### src/rtl/rvrc_pkg.sv
// rvrc_pkg: shared constants and types of the vertex index remap chunker
// used by the lane, merge and top-level modules; no dependencies

package rvrc_pkg;

   localparam int MAX_SOURCE_VERTS = 65536;
   localparam int CHUNK_LIMIT      = 65535;
   localparam int CORNERS          = 3;

   localparam int CORNER_W = 32;
   localparam int CNT_W    = 17;
   localparam int CHUNK_W  = 16;
   localparam int LOCAL_W  = 16;
   localparam int SRCOUT_W = 16;
   localparam int FILL_W   = 17;
   localparam int SRC_AW   = $clog2(MAX_SOURCE_VERTS);
   localparam int LIM_W    = (SRC_AW + 1 > CNT_W) ? SRC_AW + 1 : CNT_W;
   localparam int IDX_W    = $clog2(CORNERS);

   localparam logic [CNT_W-1:0] VCOUNT_RESET = CNT_W'(65536);

   // per-corner classification from one lane
   typedef struct packed {
      logic             keep;
      logic             dup;
      logic [IDX_W-1:0] dup_sel;
   } lane_info_type;

   // one remap table entry
   typedef struct packed {
      logic               valid;
      logic [CHUNK_W-1:0] tag;
      logic [LOCAL_W-1:0] loc;
   } slot_entry_type;

   localparam int ENTRY_W = $bits(slot_entry_type);

endpackage

### src/rtl/rvrc_lane.sv
// rvrc_lane: classifies one corner, range check and match against earlier corners
// depends on rvrc_pkg

module rvrc_lane
   import rvrc_pkg::*;
(
   input  logic [CORNER_W-1:0]            corner,
   input  logic [LIM_W-1:0]               limit,
   input  logic [CORNERS-2:0][CORNER_W-1:0] earlier,
   input  logic [CORNERS-2:0]             earlier_en,
   output lane_info_type                  info
);

   logic keep;

   assign keep = corner < CORNER_W'(limit);

   // earliest matching corner wins
   always_comb begin
      info.keep    = keep;
      info.dup     = 1'b0;
      info.dup_sel = '0;
      for (int i = CORNERS - 2; i >= 0; i--) begin
         if (keep && earlier_en[i] && (earlier[i] == corner)) begin
            info.dup     = 1'b1;
            info.dup_sel = IDX_W'(i);
         end
      end
   end

endmodule

### config.mk
export PLATFORM = sky130hd
export DESIGN_NAME = rvrc_lane
export DESIGN_NICKNAME = d
export VERILOG_FILES = /design/src/rtl/rvrc_pkg.sv /design/src/rtl/rvrc_lane.sv
export SDC_FILE = /design/constraint.sdc
export NUM_CORES = 1
export LEC_CHECK = 0
export BUFFER_PORTS_ARGS = -buffer_cell sky130_fd_sc_hd__buf_2
export CORE_MARGIN = 5
export CORE_UTILIZATION = 26
export DETAILED_ROUTE_END_ITERATION = 8
export GPL_ROUTABILITY_DRIVEN = 0
export GPL_TIMING_DRIVEN = 1
export PLACE_DENSITY = 0.67
export SETUP_SLACK_MARGIN = 0.5
export SLEW_MARGIN = 20
export SYNTH_ARGS = -nofsm -noshare
export SYNTH_HDL_FRONTEND = slang
export SYNTH_SLANG_ARGS = --single-unit
### constraint.sdc
create_clock -name vclk -period 2.25
set_input_delay 0.45 -clock vclk [all_inputs]
set_output_delay 0.45 -clock vclk [all_outputs]
set_load 0.02 [all_outputs]
-- After elaboration in Yosys (flattened, before gate mapping)
Cells that the tools add are included.
Widths: inputs -> output; s select.
- register bits after elaboration: 0
- logic and storage cells: 9
- reductions and logical operators: 4
- magnitude comparators: 1
- mux-type cells: 2
- eq/ne operators: 2
- operator list (cell ; number):
    $eq 32x32->1 ; 2
    $lt 32x17->1 ; 1
    $mux 3 ; 2
    $logic_and 1x1->1 ; 4

-- Depth between registers and ports, before layout
Gate-level depths: netlist of the first run.
- depth in word-level cells: 5
- mapped depth: 9

-- Least setup slack after synthesis of the first run
OpenSTA, ideal clock, no wires.
- path kind: input to output
- start: input earlier[36] (netlist bit)
- end: output info[2] (netlist bit)
- slack: -0.155 ns
- cell stages on the path: 6
- data required time: 1.800 ns
- arrival time: 1.955 ns
- path through: xnor2_1 > nand4_1 > nor4_1 > nand4_1 > or4_4 > a21oi_1
- RTL lines (item ; line ; text):
    start: declaration ; rvrc_lane.sv:9 ; input logic [CORNERS-2:0][CORNER_W-1:0] earlier,
    end: declaration ; rvrc_lane.sv:11 ; output lane_info_type info

==> results.md, run 1 <==
- CP max-delay cell: or4_4
- Hold buffer count at CTS: 0
- Share of cells above drive strength 1: 0.590
- Initial core utilization: 0.269
- Worst path bufs/invs: 2
- VDD IR max: 86.9 uV
- Worst Path Max Fanout: 2
- Die X: 77.4 um
- Top-area cell type share of the netlist area: 0.245
- Final Util: 0.533
- Critical Path Max Stage Delay: 0.47 ns
- Post-DRT Antenna Nets: 0
- Post-route DRC: 0
- Largest cells by area after synthesis: xnor2_1 24%, xor2_1 23%, ha_1 17%
- Starting DRT DRC Count: 29
- Via/cell ratio: 4.48
- Final setup violation count: 3
- WL per Instance: 14.0 um
- CP endpoint kind: primary output
- DIE HEIGHT: 77.4 um
- P&R area growth vs syn: 97.7%
- Post-synthesis net count: 281
- Area leader, netlist: xnor2_1
- Num rows: 24
- Remaining Overflow, GRT: 0
- Crit Path Class: primary input to primary output
- Number of max-cap violations: 0
- Final worst path period need: 2.56 ns
- HP Class: primary input to primary output
- Pleak: 1.19 nW
- Critical Path Source: corner[24]
- Initial antenna violation count: 0
- Die ar.: 5990 sq um
- Register area: 0 sq um
- DR pass1 iterations: 4
- Vias in the first global route: 1642
- Avg Cell Area, Syn: 7.87 sq um
- Max Freq: 0.391 GHz
- Distinct cells, synth: 24
- Core Region: 4380 sq um
- Synthesized area: 1180 sq um
- Total track usage: 0.148
- Port Buf Inserts: 118
- Critical Path RT: 1.80 ns
- I/O Pins: 119
- Post-synthesis sequential area ratio: 0
- Period utilization: 1.14
- Cells after Synth: 150
- Worst path setup slack after routing: -0.308 ns
- Cell breakdown of the critical path: buf_6, xnor2_2, nand4_1, nor4_1, nand4_1, or4_4, nor3b_4, buf_6
- Setup TNS: -0.673 ns
- Status: finished, violations left
- Delay-heaviest family, CP: simple AND/OR/NAND/NOR gates
- RSZ-0062 raised after global routing: true
- Post-synth top cells: 33 x xnor2_1, 31 x xor2_1, 17 x inv_1, 16 x ha_1, 13 x nand4_1
- Startpoint types: primary input
- Detailed Route WL: 4850 um
- P per Cell Area: 172 nW/um^2
- Violated checks: negative setup slack
- Hold path startpoint: earlier_en[1]
- Vias: 1556
- # clk buffers: 0
- Synth warn: 0
- FF+latch count: 0
- Final Max Slew Viols: 0
- ANT cells: 0
- Final nets: 428
- Count leader, synth: xnor2_1
- HPWL after DPL: 4490 um
- Largest net degree at the start of global routing: 4
- WP data arrival: 2.11 ns
- First-pass GRT wire length: 7330 um
- Final hold vios: 0
==> layout make-up <==
class              instances  area [sq um]
fillers                  453          2050
inverters                 17          83.8
multi-input cells        131          1280
well taps                 52          65.1
repair buffers           147           901
==> power by group <==
part | internal (mW) | switching (mW) | total, mW
registers | 0 | 0 | 0
logic | 0.232 | 0.170 | 0.402
clock network | 0 | 0 | 0
==> worst paths after layout <==
check | to | slack (ns) | cells past startpoint
setup / recovery | info[0] | -0.31 | 8
hold / removal | info[0] | 1.41 | 5
==> cell usage in the layout (no fill, tap or decap), drive strengths merged, types with 4 or more instances in the layout <==
cell type	Yosys	layout
nand4	13	13
inv	17	17
xnor2	33	33
xor2	31	31
a21o	4	4
a21oi	4	4
ha	16	16
nor4	12	12
buf	2	147
==> through the flow <==
stage	setup WS, ns	cells	instance area, sq um	hold slack (ns)	total power [mW]
after floorplan	0.0270	150	1320	1.14	0.164
after global placement	-0.420	347	2170	1.42	0.370
after detailed placement	-0.369	347	2170	1.43	0.376
after CTS	-0.334	347	2300	1.41	0.400
after global routing	-0.442	347	2330	1.43	0.443
final	-0.308	347	2330	1.41	0.402
==> routing by layer <==
metal	track usage	wire, um	part of all wire	vias to the layer above
met1	0.181	1830	0.38	664
met5	0	0	0	-
met3	0.0278	467	0.096	4
met2	0.276	2490	0.51	70
li1	-	-	-	818
met4	0.0172	59	0.012	0
==> logic make-up after synthesis <==
group                      synth area share
xor gates and xnor gates              0.475
and+or+nand+nor                       0.210
buffers and inverters                0.0667
adders and majority gates             0.169
AOI/OAI and AO/OA                    0.0763
other                               0.00317
==> timing repair <==
action / in CTS / in global routing
resized for setup: 27 / 6
buffers inserted: 0 / 0
endpoints found under the setup margin: 3 / 3
pin swaps: 10 / 1
Note: power is estimated with default switching activity, not from simulation.
==> run 2, diff against run 1 <==
--- a/config.mk
+++ b/config.mk
@@ -6,12 +6,14 @@
 export NUM_CORES = 1
 export LEC_CHECK = 0
 export BUFFER_PORTS_ARGS = -buffer_cell sky130_fd_sc_hd__buf_2
+export CELL_PAD_IN_SITES_DETAIL_PLACEMENT = 0
+export CELL_PAD_IN_SITES_GLOBAL_PLACEMENT = 1
 export CORE_MARGIN = 5
-export CORE_UTILIZATION = 26
+export CORE_UTILIZATION = 22
 export DETAILED_ROUTE_END_ITERATION = 8
 export GPL_ROUTABILITY_DRIVEN = 0
 export GPL_TIMING_DRIVEN = 1
-export PLACE_DENSITY = 0.67
+export PLACE_DENSITY = 0.84
 export SETUP_SLACK_MARGIN = 0.5
 export SLEW_MARGIN = 20
 export SYNTH_ARGS = -nofsm -noshare
==> results.md, run 2 (same netlist as run 1, synthesis figures left out) <==
- Max Freq: 0.390 GHz (-0.24%)
- Total track usage: 0.139 (-0.00907)
- DR pass1 iterations: 4 (unchanged)
- Internal power: 0.236 mW (+1.9%)
- Post-DRT Antenna Nets: 0 (unchanged)
- RSZ-0062 raised after global routing: true
- Remaining Overflow, GRT: 0 (unchanged)
- Final nets: 432 (+0.93%)
- Post-Place Cells: 368 (+6.1%)
- Starting DRT DRC Count: 12 (-59%)
- Register area: 0 sq um (unchanged)
- Die ar.: 6930 sq um (+16%)
- Violated checks: negative setup slack
- Num rows: 26 (+8.3%)
- First-pass GRT wire length: 8060 um (+9.9%)
- Worst Path Max Fanout: 2 (unchanged)
- Crit Path Class: primary input to primary output
- Clock share of power: 0 (unchanged)
- HP Class: primary input to primary output
- Final worst path period need: 2.56 ns (+0.00611 ns)
- Period utilization: 1.14 (+0.00272)
- DP Area: 2220 sq um (+2.1%)
- Initial antenna violation count: 0 (unchanged)
- HPWL after DPL: 4700 um (+4.6%)
- ANT cells: 0 (unchanged)
- Top sig layer: met4
- Total power: 0.415 mW (+3.5%)
- FF+latch count: 0 (unchanged)
- M1 WL: 2090 um (+14%)
- Status: finished, violations left
- P&R area growth vs syn: 105%
- P per Cell Area: 172 nW/um^2 (about the same)
- Initial core utilization: 0.228 (-0.0411)
- Critical Path RT: 1.80 ns (about the same)
- Die X: 83.3 um (+7.6%)
- Port Buf Inserts: 118 (unchanged)
- Final Max Slew Viols: 0 (unchanged)
- Share of cells above drive strength 1: 0.612 (+0.0222)
- Number of max-cap violations: 0 (unchanged)
- Largest net degree at the start of global routing: 4 (unchanged)
- WL per Instance: 13.6 um (-2.6%)
- Detailed Route WL: 5020 um (+3.6%)
- Post-route DRC: 0 (unchanged)
- Final hold vios: 0 (unchanged)
- Sw Ratio: 0.431 (+0.00855)
- DR WL met3: 410 um (-12%)
- Vias in the first global route: 1768 (+7.7%)
- Combinational share of power: 1.000 (about the same)
- Vias: 1570 (+0.90%)
- Fin area: 2420 sq um (+3.5%)
- Most common cell after layout, fill and taps aside: buf_2
- NetSw: 0.179 mW (+5.6%)
- Startpoint types: primary input
- DIE HEIGHT: 83.3 um (+7.6%)
- Worst path setup slack after routing: -0.314 ns (-0.00611 ns)
- Final hold slack: 1.40 ns (-0.00555 ns)
- CP endpoint kind: primary output
- Via/cell ratio: 4.25 (-5.1%)
- Non-Filler Instances: 369 (+6.3%)
- Hold buffer count at CTS: 0 (unchanged)
- Pleak: 1.20 nW (+1.7%)
- Commonest cells after routing, fill and taps aside: 107 x buf_2, 33 x buf_4, 30 x xor2_1
- VDD IR max: 66.3 uV (-24%)
- Final setup violation count: 3 (unchanged)
- Core Region: 5170 sq um (+18%)
- I/O Pins: 119 (unchanged)
- WP data arrival: 2.11 ns (about the same)
- Met2 Wirelength: 2440 um (-2.0%)
- # clk buffers: 0 (unchanged)
- Sequential power share: 0 (unchanged)
-- run 2: final timing paths --
check / startpoint / end / cells past startpoint
setup / recovery: earlier[60] / info[0] / 8
hold / removal: earlier[54] / info[0] / 6
-- run 2: power groups by stage --
stage / Clock, mW / Combinational (mW) / Sequential (mW)
final: 0 / 0.415 / 0
after global routing: 0 / 0.460 / 0
after CTS: 0 / 0.403 / 0
after detailed placement: 0 / 0.381 / 0
after global placement: 0 / 0.376 / 0
after floorplan: 0 / 0.164 / 0
-- run 2: cell type report --
type | instances | area [sq um]
repair buffers | 151 | 918
inverters | 17 | 83.8
well taps | 70 | 87.6
multi-input cells | 131 | 1330
fillers | 517 | 2760
-- run 2: per-stage QoR --
stage / utilization / TNS [ns] / setup slack [ns]
floorplan: - / 0 / 0.0270
global placement: 0.429 / -1.12 / -0.456
detailed placement: 0.429 / -1.12 / -0.449
CTS: 0.450 / -0.802 / -0.360
global route: 0.467 / -1.00 / -0.434
finish: 0.467 / -0.687 / -0.314
-- run 2: routing by layer --
| metal | up-vias | GRT usage |
|---|---|---|
| met5 | - | 0 |
| met4 | 0 | 0.0193 |
| met3 | 6 | 0.0307 |
| met2 | 71 | 0.254 |
| met1 | 671 | 0.169 |
| li1 | 822 | - |
-- run 2: timing repair --
action	CTS	global route
setup buffers	0	1
setup endpoints to repair	3	3
resized for setup	27	15
pin swaps	7	14
-- run 2: critical path, stage by stage --
cell and delay (ns):
buf_8 0.10, xnor2_4 0.17, nand4_1 0.12, nor4_2 0.28, nand4_1 0.17, or4_4 0.48
nor3b_4 0.21, buf_6 0.14
==> run 3, diff against run 2 <==
--- a/config.mk
+++ b/config.mk
@@ -15,7 +15,6 @@
 export GPL_TIMING_DRIVEN = 1
 export PLACE_DENSITY = 0.84
 export SETUP_SLACK_MARGIN = 0.5
-export SLEW_MARGIN = 20
 export SYNTH_ARGS = -nofsm -noshare
 export SYNTH_HDL_FRONTEND = slang
 export SYNTH_SLANG_ARGS = --single-unit
==> constraint.sdc (replaced) <==
create_clock -name vclk -period 2.25
set_input_delay 0.675 -clock vclk [all_inputs]
set_output_delay 0.675 -clock vclk [all_outputs]
set_load 0.02 [all_outputs]
==> results.md, run 3 (same netlist as run 1, synthesis figures left out) <==
- Final worst path period need: 3.02 ns (+0.459 ns)
- Die ar.: 6930 sq um (unchanged)
- Delay-heaviest family, CP: simple AND/OR/NAND/NOR gates
- Final nets: 432 (unchanged)
- Vias in the first global route: 1732 (-2.0%)
- # clk buffers: 0 (unchanged)
- Via/cell ratio: 4.24 (-0.25%)
- Critical Path Max Stage Delay: 0.48 ns (about the same)
- Crit path top cell by count: nand4_1
- Cell breakdown of the critical path: buf_8, xnor2_4, nand4_1, nor4_2, nand4_1, or4_4, nor3b_4, buf_6
- Pleak: 1.19 nW (-1.5%)
- First-pass GRT wire length: 8000 um (-0.77%)
- Final Max Slew Viols: 0 (unchanged)
- Non-Filler Instances: 369 (unchanged)
- I/O Pins: 119 (unchanged)
- RSZ-0062 raised after global routing: true
- Most common cell after layout, fill and taps aside: buf_2
- WP data arrival: 2.35 ns (+0.24 ns)
- Largest net degree at the start of global routing: 4 (unchanged)
- Vias: 1566 (-0.25%)
- Number of max-cap violations: 0 (unchanged)
- P per Cell Area: 169 nW/um^2 (-1.5%)
- Post-Place Cells: 368 (unchanged)
- Worst Path Max Fanout: 2 (unchanged)
- Remaining Overflow, GRT: 0 (unchanged)
- Num rows: 26 (unchanged)
- Post-route DRC: 0 (unchanged)
- P&R area growth vs syn: 101%
- Total track usage: 0.138 (-0.00166)
- Final Util: 0.459 (-0.00798)
- Critical Path RT: 1.57 ns (-0.23 ns)
- Core Region: 5170 sq um (unchanged)
- Starting DRT DRC Count: 19 (+7)
- Commonest cells after routing, fill and taps aside: 112 x buf_2, 31 x xor2_1, 31 x buf_4
- Register area: 0 sq um (unchanged)
- WL per Instance: 13.3 um (-2.3%)
- CP endpoint kind: primary output
- Hold buffer count at CTS: 0 (unchanged)
- Die X: 83.3 um (unchanged)
- Violated checks: negative setup slack
- Worst path bufs/invs: 2 (unchanged)
- Initial core utilization: 0.228 (unchanged)
- Status: finished, violations left
- VDD IR max: 72.4 uV (+9.2%)
- DIE HEIGHT: 83.3 um (unchanged)
- Worst path setup slack after routing: -0.773 ns (-0.459 ns)
- Initial antenna violation count: 0 (unchanged)
- HPWL after DPL: 4680 um (-0.46%)
- Port Buf Inserts: 118 (unchanged)
- Share of cells above drive strength 1: 0.605 (-0.00669)
- Startpoint types: primary input
- Detailed Route WL: 4910 um (-2.3%)
- FF+latch count: 0 (unchanged)
- CP max-delay cell: or4_4
- Crit Path Class: primary input to primary output
- Final hold vios: 0 (unchanged)
- Period utilization: 1.34 (+0.204)
- Final setup violation count: 3 (unchanged)
- Max Freq: 0.331 GHz (-15%)
- ANT cells: 0 (unchanged)
- Post-DRT Antenna Nets: 0 (unchanged)
- DR pass1 iterations: 4 (unchanged)
- HP Class: primary input to primary output
-- run 3: cell counts in the layout (fill, tap and decap cells not counted) --
No cell type changed its count.
-- run 3: path summary, 6_finish.rpt --
kind               startpoint      end  slack [ns]  cells after the start
setup / recovery  earlier[60]  info[0]       -0.77                      8
hold / removal    earlier[54]  info[0]        1.85                      6
-- run 3: routing by layer --
metal,GRT usage,up-vias,part of all wire
met4,0.0119,0,0.0094
met5,0,-,0
met3,0.0297,4,0.089
met2,0.251,69,0.49
li1,-,825,-
met1,0.171,668,0.41
-- run 3: metrics by stage --
stage | TNS, ns | cell area, sq um | power, mW | worst slack, ns | hold WS (ns)
floorplan | -1.15 | 1320 | 0.164 | -0.423 | 1.59
global placement | -2.47 | 2220 | 0.376 | -0.906 | 1.87
detailed placement | -2.50 | 2220 | 0.381 | -0.898 | 1.88
CTS | -2.14 | 2340 | 0.404 | -0.810 | 1.85
global route | -2.41 | 2370 | 0.447 | -0.883 | 1.87
finish | -2.06 | 2370 | 0.402 | -0.773 | 1.85
-- run 3: what timing repair did --
item	in CTS	in global routing
endpoints found under the setup margin	3	3
gates resized for setup	25	7
pin swaps	7	9
buffers inserted	0	1
endpoints found under the hold margin	0	0
-- run 3: where the power goes --
part	total, mW	internal [mW]	switching (mW)
logic	0.402	0.229	0.173
clock network	0	0	0
registers	0	0	0
total	0.402	0.229	0.173
-- run 3: layout make-up --
type	count	area, sq um
Fill cell	516	2800
Inverter	17	83.8
Multi-Input combinational cell	131	1310
Tap cell	70	87.6
Timing Repair Buffer	151	895
