==> config.mk <==
export PLATFORM = sky130hd
export DESIGN_NAME = rvrc_ram
export DESIGN_NICKNAME = d
export VERILOG_FILES = /design/src/rtl/rvrc_ram.sv
export SDC_FILE = /design/constraint.sdc
export NUM_CORES = 1
export LEC_CHECK = 0
export BUFFER_PORTS_ARGS = -buffer_cell sky130_fd_sc_hd__buf_4
export CORE_MARGIN = 5
export CORE_UTILIZATION = 60
export CTS_CLUSTER_SIZE = 10
export DETAILED_ROUTE_END_ITERATION = 12
export PLACE_DENSITY = 0.75
export SKIP_LAST_GASP = 1
export SLEW_MARGIN = 20
export SYNTH_ARGS = -nofsm -noshare
export SYNTH_HDL_FRONTEND = slang
export SYNTH_SLANG_ARGS = --single-unit
==> constraint.sdc <==
create_clock -name clock -period 1.9 [get_ports clock]
set_input_delay 0.19 -clock clock [delete_from_list [all_inputs] [get_ports clock]]
set_output_delay 0.19 -clock clock [all_outputs]
set_load 0.01 [all_outputs]
==> src/rtl/rvrc_ram.sv <==
// rvrc_ram: generic simple dual-port ram, one write and one registered read port
// no dependencies

module rvrc_ram #(
   parameter int WIDTH = 8,
   parameter int DEPTH = 16
) (
   input  logic                     clock,
   input  logic                     wr_en,
   input  logic [$clog2(DEPTH)-1:0] wr_addr,
   input  logic [WIDTH-1:0]         wr_data,
   input  logic [$clog2(DEPTH)-1:0] rd_addr,
   output logic [WIDTH-1:0]         rd_data
);

   logic [WIDTH-1:0] mem [DEPTH];
   logic [WIDTH-1:0] rd_data_ff;

   always_ff @(posedge clock) begin
      if (wr_en) begin
         mem[wr_addr] <= wr_data;
      end
      rd_data_ff <= mem[rd_addr];
   end

   assign rd_data = rd_data_ff;

endmodule

* Word-level counts from Yosys, hierarchy flattened
Memory sizes are Yosys's and may differ from the RTL's. A register that Yosys moved wholly into a read port is not among the register bits.
Index checks and enable logic that the tools add are counted.
** Cells by class
- Add/subtract/negate cells :: 0
- $mul :: 0
- Divide/modulo/power cells :: 0
- Magnitude comparators :: 0
- Eq/ne operators :: 0
- Shift-type cells :: 0
- Multiplexer cells :: 2
- Bitwise gates (word level) :: 0
- Reductions and logical operators :: 0
** Operators with widths (count)
- two-way mux 1 bit :: 2
** Storage, ports and cells
- Bits in registers :: 0
- Bits in latches :: 0
- Bits in writable memories :: 128
- Memory bits (read-only) :: 0
- Input port bits :: 18
- Word-level logic and storage cells :: 3
- Memories kept :: 1
** Memory list
- mem :: words 16, width 8, rd ports 1, clocked after memory_dff 1, wr ports 1, line 16 : logic [WIDTH-1:0] mem [DEPTH];

* Logic depth before layout (Yosys ltp)
Gate-level depths: netlist of the first run.
- Depth after elaboration :: 2
- Gate-level depth with buffers :: 5
- Gate-level depth less buffers :: 3

* Least setup slack after synthesis of the first run
No wires, ideal clock.
- Path type :: input -> register
- Start :: input wr_addr[2]
- End :: memory mem[0][0] (enable)
- Arrival time :: 1.300 ns
- Data required time :: 1.517 ns
- Slack :: 0.217 ns
- Stages :: 2
- Path buffers :: 0
- Cells stage by stage :: or3b_2 -> nor3_1
** RTL lines
- from (decl) :: line 10 : input logic [$clog2(DEPTH)-1:0] wr_addr,
- to (decl) :: line 16
No word-level cell before the write port.

==> impl_metrics.yaml, run 1 <==
layout:
  final_cells: 411
  design_area_sq_um: 6230
  register_area_sq_um: 4000
  drive_above_1_share_pct: 31.4
  final_nets: 311
  syn_to_final_growth_pct: 21.0
  antenna_cells: 0
  nFillCells: 456
  multiInputGateArea_sq_um: 1060
placement:
  placed_area_sq_um: 5560
  place_hpwl_microns: 6280
  place_inst: 371
  portBuffers: 25
  place.gp.congestion: 0.801
sta:
  clock.fmax_ghz: 0.726
  period_needed_ps: 1380
  drv_slew: 0
  finalSetupViolations: 0
  timing.final.crit_share_pct: 72.5
  setup_tns_ps: 0
  tightest_slew_ps: 488
  hold_viol_final: 0
  relSlewSlack_pct: 67.4
  fin_skew_ps: 5.85
  rsz0062_at_grt: "false"
synth:
  netlist_instances: 229
  synth_fp_nets: 247
  yosys.area.top_type: "edfxtp_1"
  synth_edf_count: 128
  synth_top_area_share_pct: 74.7
  synth_cell_types: 19
  yosysMostFrequentCell: "edfxtp_1"
  synth_area_leaders: "edfxtp_1 75%, mux4_2 7.9%, mux4_1 7.1%, dfxtp_1 3.1%, a22oi_1 2.3%"
  ys_seq_area_share_pct: 77.8
  async_flop_share_pct: 0
  synth_flop_cell: "edfxtp_1"
  synth_area_per_cell_sq_um: 22.5
  synth_seq_cells: 136
  synth_area_sq_um: 5150
  yosysWarningCount: 0
  ys_top_cells_by_count: "128 x edfxtp_1, 18 x mux4_2, 16 x a22oi_1"
run_status:
  status: "finished clean"
power_and_ir_drop:
  powerDensity_nw_per_um2: 1110
  peakVddDrop_uv: 555
  leakage_nw: 2.14
setup_path:
  timing.rr.start: "mem[0][0]"
  crit_required_ps: 2290
  worstSetupStartpoint: "mem[0][0]"
  crit_fanout: 1
  critPathKind: "flip-flop to flip-flop"
  worstSetupStartpointType: "flip-flop"
  end_kind: "flip-flop"
  worst_ep_arrival_time_ps: 1770
routing:
  first_iter_violations: 236
  drc: 0
  first_pass_iters: 6
  drtAntennaViolNets: 0
  avgRoutedWirePerCell_microns: 25.7
  via_per_inst: 6.21
  wirelength_microns: 10600
  vias: 2554
floorplan:
  rows: 33
  die_area_sq_um: 10500
  die_w_microns: 103
  die_height_microns: 103
  ios: 26
  initial_utilization_pct: 62.0
  floorplan.core_area_sq_um: 8300
grt:
  grtUsageTotal_pct: 22.4
  antenna_found_initial: 0
  grt_max_degree: 21
  grt.overflow.total: 0
  grt_pass1_wl_microns: 15900
  grt_pass1_vias: 2704
clock_tree:
  clock_path_buffers: 2
  cts.sinks: 136
  numCtsBuffers: 17
  clockRootBuffer: "clkbuf_8"
  cts_tree: "built"
  clk_pin_slew_ps: 60
  htreeDepth: 4
  clock_latency_ps: 510
worst_hold_path:
  hp-start: "wr_addr[0]"
  worstHoldPathType: "primary input to flip-flop"
run:
  drv_cap: 0
-- layout by cell type (no fill, tap or decap), types with 4 or more instances in the layout --
master / Yosys / routed
nor3_1: 4 / 4
mux4_1: 14 / 14
mux4_2: 18 / 18
edfxtp_1: 128 / 128
dlygate4sd3_1: 0 / 8
clkinvlp_4: 0 / 6
dfxtp_1: 8 / 8
nor2_1: 13 / 13
clkbuf_16: 0 / 16
a22oi_1: 16 / 16
buf_4: 1 / 46
nand2_1: 9 / 9
-- worst paths after layout --
path           endpoint  slack, ps  cells past startpoint
max          rd_data[0]        520                      3
min           mem[4][1]         70                      2
max reg2reg  rd_data[0]        520                      3
min reg2reg  rd_data[1]        670                      3
-- kinds of logic after synthesis --
kind of cell,after synthesis,synth area share (%)
AO/OA/AOI/OAI,16,2.33
flip-flops,136,77.8
multiplexers,32,15.0
AND/OR/NAND/NOR,35,3.18
buffers and inverters,10,1.68
-- worst max-delay path, cell delays in order, from the launching register on --
cell and delay [ps]:
edfxtp_1 410, mux4_1 530, a22oi_1 240, nand2_1 90
-- cell type report --
type / instances / share of cell area (%)
Timing Repair Buffer: 55 / 7.15
Tap cell: 105 / 2.11
Clock inverter: 14 / 2.79
Sequential cell: 136 / 64.3
Multi-Input combinational cell: 83 / 17.0
Clock buffer: 18 / 6.71
-- metal layers --
layer / global-route usage [%] / vias up / wire length [microns]
met5: 0 / - / 0
met4: 8.88 / 0 / 201
met3: 5.35 / 13 / 738
met2: 35.5 / 118 / 5440
met1: 30.5 / 1317 / 4200
li1: - / 1106 / -
-- where the power goes --
| group | switching, mW | internal (mW) | total (mW) |
|---|---|---|---|
| combinational | 0.187 | 0.168 | 0.356 |
| sequential | 0.0232 | 3.35 | 3.38 |
| clock | 1.21 | 2.00 | 3.21 |
| total | 1.42 | 5.52 | 6.94 |
-- repair_timing --
action,in CTS,in global routing
buffers inserted,0,0
hold buffers,8,0
endpoints found under the hold margin,128,0
endpoints found under the setup margin,0,0
gates resized for setup,0,0
-- flip-flops by register name (all words and copies together) (netlist names) --
signal / cells
mem: 128
rd_data: 8
-- stage by stage --
stage                     power, mW  utilization (%)  worst slack (ps)  hold slack, ps
final                          6.94             75.1               522            69.5
after global routing           7.16             75.1               466            77.2
after CTS                      6.99             75.1               542            55.7
after detailed placement       3.78             67.0               332             500
after global placement         3.77             67.0               341             493
after floorplan                3.61                -               217             289
Power figures use the tool's default switching activity.
==> inputs of run 2 (changes only) <==
--- a/config.mk
+++ b/config.mk
@@ -5,12 +5,13 @@
 export SDC_FILE = /design/constraint.sdc
 export NUM_CORES = 1
 export LEC_CHECK = 0
+export ABC_AREA = 1
 export BUFFER_PORTS_ARGS = -buffer_cell sky130_fd_sc_hd__buf_4
 export CORE_MARGIN = 5
-export CORE_UTILIZATION = 60
+export CORE_UTILIZATION = 61
 export CTS_CLUSTER_SIZE = 10
 export DETAILED_ROUTE_END_ITERATION = 12
-export PLACE_DENSITY = 0.75
+export PLACE_DENSITY = 0.76
 export SKIP_LAST_GASP = 1
 export SLEW_MARGIN = 20
 export SYNTH_ARGS = -nofsm -noshare
==> constraint.sdc (replaced) <==
create_clock -name clock -period 1.3 [get_ports clock]
set_input_delay 0.13 -clock clock [delete_from_list [all_inputs] [get_ports clock]]
set_output_delay 0.13 -clock clock [all_outputs]
set_load 0.01 [all_outputs]
==> run 2 against run 1 <==
Count of clock-buffer cells in the layout unchanged. Core utilization decreased by 0.17 points. Clock power increased by 53%. Sequential cell count stayed put. Clock skew grew 2.2 ps. Routed wire length is 18% higher. Largest power group unchanged. Largest cell class unchanged. Synthesized cell count grew 140%.
==> impl_metrics.yaml, run 2 <==
run_status:
  status: "finished clean"
routing:
  via_per_inst: 5.24
  first_iter_violations: 401
  vias: 3923
  avgRoutedWirePerCell_microns: 16.6
  first_pass_iters: 5
  wirelength_microns: 12500
  drc: 0
  drtAntennaViolNets: 0
power_and_ir_drop:
  peakVddDrop_uv: 1020
  totalPowerFinal_mw: 10.5
  powerDensity_nw_per_um2: 1520
  leakage_nw: 3.04
grt:
  antenna_found_initial: 0
  grt_pass1_vias: 3845
  grt_pass1_wl_microns: 19900
  grtUsageTotal_pct: 23.5
  grt.overflow.total: 0
  grt_max_degree: 38
floorplan:
  die_w_microns: 107
  ios: 26
  die_area_sq_um: 11500
  floorplan.core_area_sq_um: 9240
  initial_utilization_pct: 62.4
  die_height_microns: 107
  rows: 35
clock_tree:
  clockRootBuffer: "clkbuf_8"
  numCtsBuffers: 17
  clk_pin_slew_ps: 60
  clock_latency_ps: 520
  cts_resized: 0
  cts_setup_buffers: 0
  cts_hold_buffers: 9
  cts_tree: "built"
  cts.sinks: 136
  htreeDepth: 4
  clock_path_buffers: 2
setup_path:
  worst_ep_arrival_time_ps: 1050
  crit_fanout: 1
  crit_required_ps: 1170
  cp_num_buf_inv: 1
  worstSetupStartpointType: "flip-flop"
  critPathKind: "flip-flop to output pin"
  crit_family: "flip-flops"
  cpMaxStageDelayCell: "dfxtp_1"
  max_stage_delay_ps: 390
  cp_cell_sequence: "buf_4"
  end_kind: "output pin"
layout:
  utilization_pct: 74.9
  layout_common_cells: "173 x nand2_1, 128 x edfxtp_1, 100 x inv_1, 97 x nand3_1, 47 x buf_4"
  drive_above_1_share_pct: 13.9
  nFillCells: 592
  top_register: "mem"
  antenna_cells: 0
  syn_to_final_growth_pct: 20.0
  final_nets: 625
  layout_commonest_cell: "nand2_1"
  largest_reg_flops: 128
sta:
  setup_tns_ps: 0
  timing.final.crit_share_pct: 91.1
  hold_viol_final: 0
  clock.fmax_ghz: 0.845
  drv_slew: 0
  relSlewSlack_pct: 73.4
  tightest_slew_ps: 400
  finalSetupViolations: 0
  period_needed_ps: 1180
  rsz0062_at_grt: "false"
  fin_skew_ps: 8.03
synth:
  netlist_instances: 551
  synth_edf_count: 128
  yosysWarningCount: 0
  synth_cell_types: 12
  synth_seq_cells: 136
  yosysMostFrequentCell: "nand2_1"
  ys_top_cells_by_count: "173 x nand2_1, 128 x edfxtp_1, 100 x inv_1"
  synth_flop_cell: "edfxtp_1"
  synth_area_per_cell_sq_um: 10.5
  async_flop_share_pct: 0
  synth_area_leaders: "edfxtp_1 67%, nand2_1 11%, nand3_1 8.4%, inv_1 6.5%, dfxtp_1 2.8%"
  yosys.area.top_type: "edfxtp_1"
  synth_top_area_share_pct: 66.7
  synth_fp_nets: 569
  synth_area_sq_um: 5770
  ys_seq_area_share_pct: 69.4
placement:
  place.gp.congestion: 0.814
  portBuffers: 25
  place_hpwl_microns: 7260
worst_hold_path:
  worstHoldPathType: "primary input to flip-flop"
run:
  drv_cap: 0
-- run 2: cell types whose count changed in the layout (fill, tap and decap cells not counted), sizes merged, moves of 2 or more --
cell / previous run / this run
buf: 47 / 52
inv: 2 / 107
nand3: 1 / 97
clkinvlp: 6 / 1
clkinv: 3 / 5
nor2: 13 / 17
a22oi: 16 / 0
nand2b: 2 / 0
mux4: 32 / 0
nor3: 4 / 0
nand2: 9 / 173
-- run 2: final timing paths --
kind / depth (start not counted) / slack (ps) / endpoint / startpoint
worst min-delay path: 4 / 40 / rd_data[6] / rd_addr[2]
worst max register to register: 6 / 260 / rd_data[4] / mem[4][4]
worst min register to register: 6 / 670 / rd_data[4] / mem[14][4]
worst max-delay path: 1 / 120 / rd_data[2] / rd_data[2]
-- run 2: metrics by stage --
stage | cells | hold slack (ps) | worst slack [ps] | cell area (sq um)
after floorplan | 551 | 229 | 219 | 5770
after global placement | 708 | 450 | 159 | 6210
after detailed placement | 708 | 451 | 103 | 6210
after CTS | 749 | 26.1 | 118 | 6920
after global routing | 749 | 48.1 | 114 | 6920
final | 749 | 44.6 | 116 | 6920
-- run 2: routing by layer --
metal  routed length (microns)  up-vias  GRT usage, %
met3                      1080       28          6.08
met5                         0        -             0
met2                      6130      206          37.2
met1                      4880     1799          31.2
li1                          -     1890             -
met4                       365        0          9.22
-- run 2: report_power, final --
group | total, mW | internal, mW | switching (mW)
sequential | 4.93 | 4.90 | 0.0292
combinational | 0.666 | 0.246 | 0.421
clock | 4.92 | 3.02 | 1.90
total | 10.5 | 8.17 | 2.35
-- run 2: cells by family (layout without fill, tap and decap cells) --
kind of cell	count (synthesis)	in the layout	synth area share (%)
DFF	136	136	69.4
buffers and inverters	126	195	9.52
and+or+nand+nor	289	289	21.0
-- run 2: cell type report --
type	count	area [sq um]	share of cell area, %
clock inverters	14	188	2.71
repair buffers	61	543	7.85
multi-input cells	289	1210	17.5
inverters	102	383	5.53
flip-flops and latches	136	4000	57.9
clock buffers	18	428	6.18
well taps	129	161	2.33
==> inputs of run 3 (changes only) <==
--- a/config.mk
+++ b/config.mk
@@ -7,11 +7,13 @@
 export LEC_CHECK = 0
 export ABC_AREA = 1
 export BUFFER_PORTS_ARGS = -buffer_cell sky130_fd_sc_hd__buf_4
+export CORE_ASPECT_RATIO = 0.5
 export CORE_MARGIN = 5
-export CORE_UTILIZATION = 61
+export CORE_UTILIZATION = 62
 export CTS_CLUSTER_SIZE = 10
 export DETAILED_ROUTE_END_ITERATION = 12
-export PLACE_DENSITY = 0.76
+export HOLD_SLACK_MARGIN = 0.1
+export PLACE_DENSITY = 0.77
 export SKIP_LAST_GASP = 1
 export SLEW_MARGIN = 20
 export SYNTH_ARGS = -nofsm -noshare
==> constraint.sdc (replaced) <==
create_clock -name clock -period 1.5 [get_ports clock]
set_input_delay 0.15 -clock clock [delete_from_list [all_inputs] [get_ports clock]]
set_output_delay 0.15 -clock clock [all_outputs]
set_load 0.01 [all_outputs]
==> run 3 against run 2 <==
Core utilization increased by 1.8 points. Critical path type unchanged. Count of clock-buffer cells in the layout did not move. First-iteration DRC count increased by 47%. Hold slack improved by 140 ps. Largest cell class unchanged. Cell count down 2.3%. Largest power group unchanged.
==> impl_metrics.yaml, run 3 (same netlist as run 2, synthesis figures left out) <==
placement:
  place.gp.congestion: 0.845
  place_hpwl_microns: 8260
  placed_area_sq_um: 6140
  portBuffers: 25
layout:
  nFillCells: 554
  utilization_pct: 76.7
  top_register: "mem"
  multiInputGateArea_sq_um: 1210
  layout_common_cells: "173 x nand2_1, 128 x edfxtp_1, 100 x inv_1, 97 x nand3_1, 44 x buf_4"
  design_area_sq_um: 6810
  layout_commonest_cell: "nand2_1"
  drive_above_1_share_pct: 12.5
  register_area_sq_um: 4000
  final_nets: 620
  antenna_cells: 0
  syn_to_final_growth_pct: 18.2
  largest_reg_flops: 128
sta:
  timing.final.crit_share_pct: 75.5
  finalSetupViolations: 0
  setup_tns_ps: 0
  fin_skew_ps: 6.60
  clock.fmax_ghz: 0.883
  drv_slew: 0
  tightest_slew_ps: 309
  rsz0062_at_grt: "false"
  relSlewSlack_pct: 79.4
  hold_viol_final: 0
  holdWs_ps: 183
  period_needed_ps: 1130
power_and_ir_drop:
  totalPowerFinal_mw: 9.03
  leakage_nw: 2.99
  powerDensity_nw_per_um2: 1320
  peakVddDrop_uv: 884
clock_tree:
  numCtsBuffers: 17
  cts_tree: "built"
  htreeDepth: 4
  clockRootBuffer: "clkbuf_16"
  clock_path_buffers: 2
  cts_hold_buffers: 9
  cts.sinks: 136
  cts_setup_buffers: 0
  clock_latency_ps: 420
  clk_pin_slew_ps: 60
  cts_resized: 0
setup_path:
  crit_family: "flip-flops"
  cp_cell_sequence: "buf_4"
  worstSetupStartpointType: "flip-flop"
  max_stage_delay_ps: 410
  crit_required_ps: 1350
  end_kind: "output pin"
  crit_fanout: 1
  worst_ep_arrival_time_ps: 980
  cp_num_buf_inv: 1
  cpMaxStageDelayCell: "dfxtp_1"
  critPathKind: "flip-flop to output pin"
routing:
  vias: 4052
  drtAntennaViolNets: 0
  first_iter_violations: 589
  first_pass_iters: 5
  via_per_inst: 5.54
  avgRoutedWirePerCell_microns: 19.5
  wirelength_microns: 14300
  drc: 0
floorplan:
  floorplan.core_area_sq_um: 8890
  ios: 26
  die_area_sq_um: 11400
  die_height_microns: 78.2
  rows: 24
  initial_utilization_pct: 64.9
  die_w_microns: 146
grt:
  grt_max_degree: 65
  antenna_found_initial: 1
  grt_pass1_wl_microns: 22000
  grtUsageTotal_pct: 26.3
  grt_pass1_vias: 3872
  grt.overflow.total: 0
run_status:
  status: "finished clean"
worst_hold_path:
  worstHoldPathType: "primary input to flip-flop"
run:
  drv_cap: 0
[run 3: cell count changes in the layout (fill, tap and decap cells not counted)]
| cell | change |
|---|---|
| buf_12 | -2 |
| buf_4 | -3 |
| clkbuf_1 | +1 |
| clkbuf_16 | +1 |
| clkbuf_8 | -2 |
| clkinv_1 | +3 |
| clkinv_2 | +3 |
| clkinv_4 | -2 |
| clkinvlp_4 | +1 |
| inv_6 | -4 |
| inv_8 | -1 |
[run 3: report_power, final]
part | switching, mW | internal, mW | total (mW)
sequential | 0.0346 | 4.25 | 4.28
clock | 1.55 | 2.59 | 4.14
combinational | 0.406 | 0.201 | 0.608
total | 1.99 | 7.04 | 9.03
[run 3: cell type report]
class / instances / share of cell area, %
inverter: 102 / 5.62
multi-input combinational: 289 / 17.8
tap: 117 / 2.15
sequential: 136 / 58.8
clock buffer: 18 / 6.30
clock inverter: 14 / 2.31
timing repair buffer: 56 / 7.05
[run 3: worst paths after layout]
path / cells after the start / endpoint / startpoint / slack [ps]
setup / recovery: 1 / rd_data[6] / rd_data[6] / 370
hold / removal: 4 / rd_data[0] / rd_addr[2] / 180
setup reg to reg: 6 / rd_data[7] / mem[8][7] / 400
hold reg to reg: 6 / rd_data[0] / mem[15][0] / 680
[run 3: routing by layer]
layer	wire length, microns	GRT usage (%)	up-vias	share of wire [%]
met5	12	0	-	0.084
met3	1570	7.59	34	11
li1	-	-	1879	-
met2	6670	41.3	228	47
met1	5780	36.7	1909	40
met4	261	7.32	2	1.8
[run 3: tightest hold or removal path: cells and delay by family]
family	cells	cell delay (ps)
and+or+nand+nor	3	230
buffers and inverters	1	190
[run 3: stage by stage]
step / worst slack, ps / std cells
6_report: 367 / 732
4_1_cts: 367 / 732
2_1_floorplan: 399 / 551
3_3_place_gp: 255 / 691
5_1_grt: 312 / 732
3_5_place_dp: 209 / 691
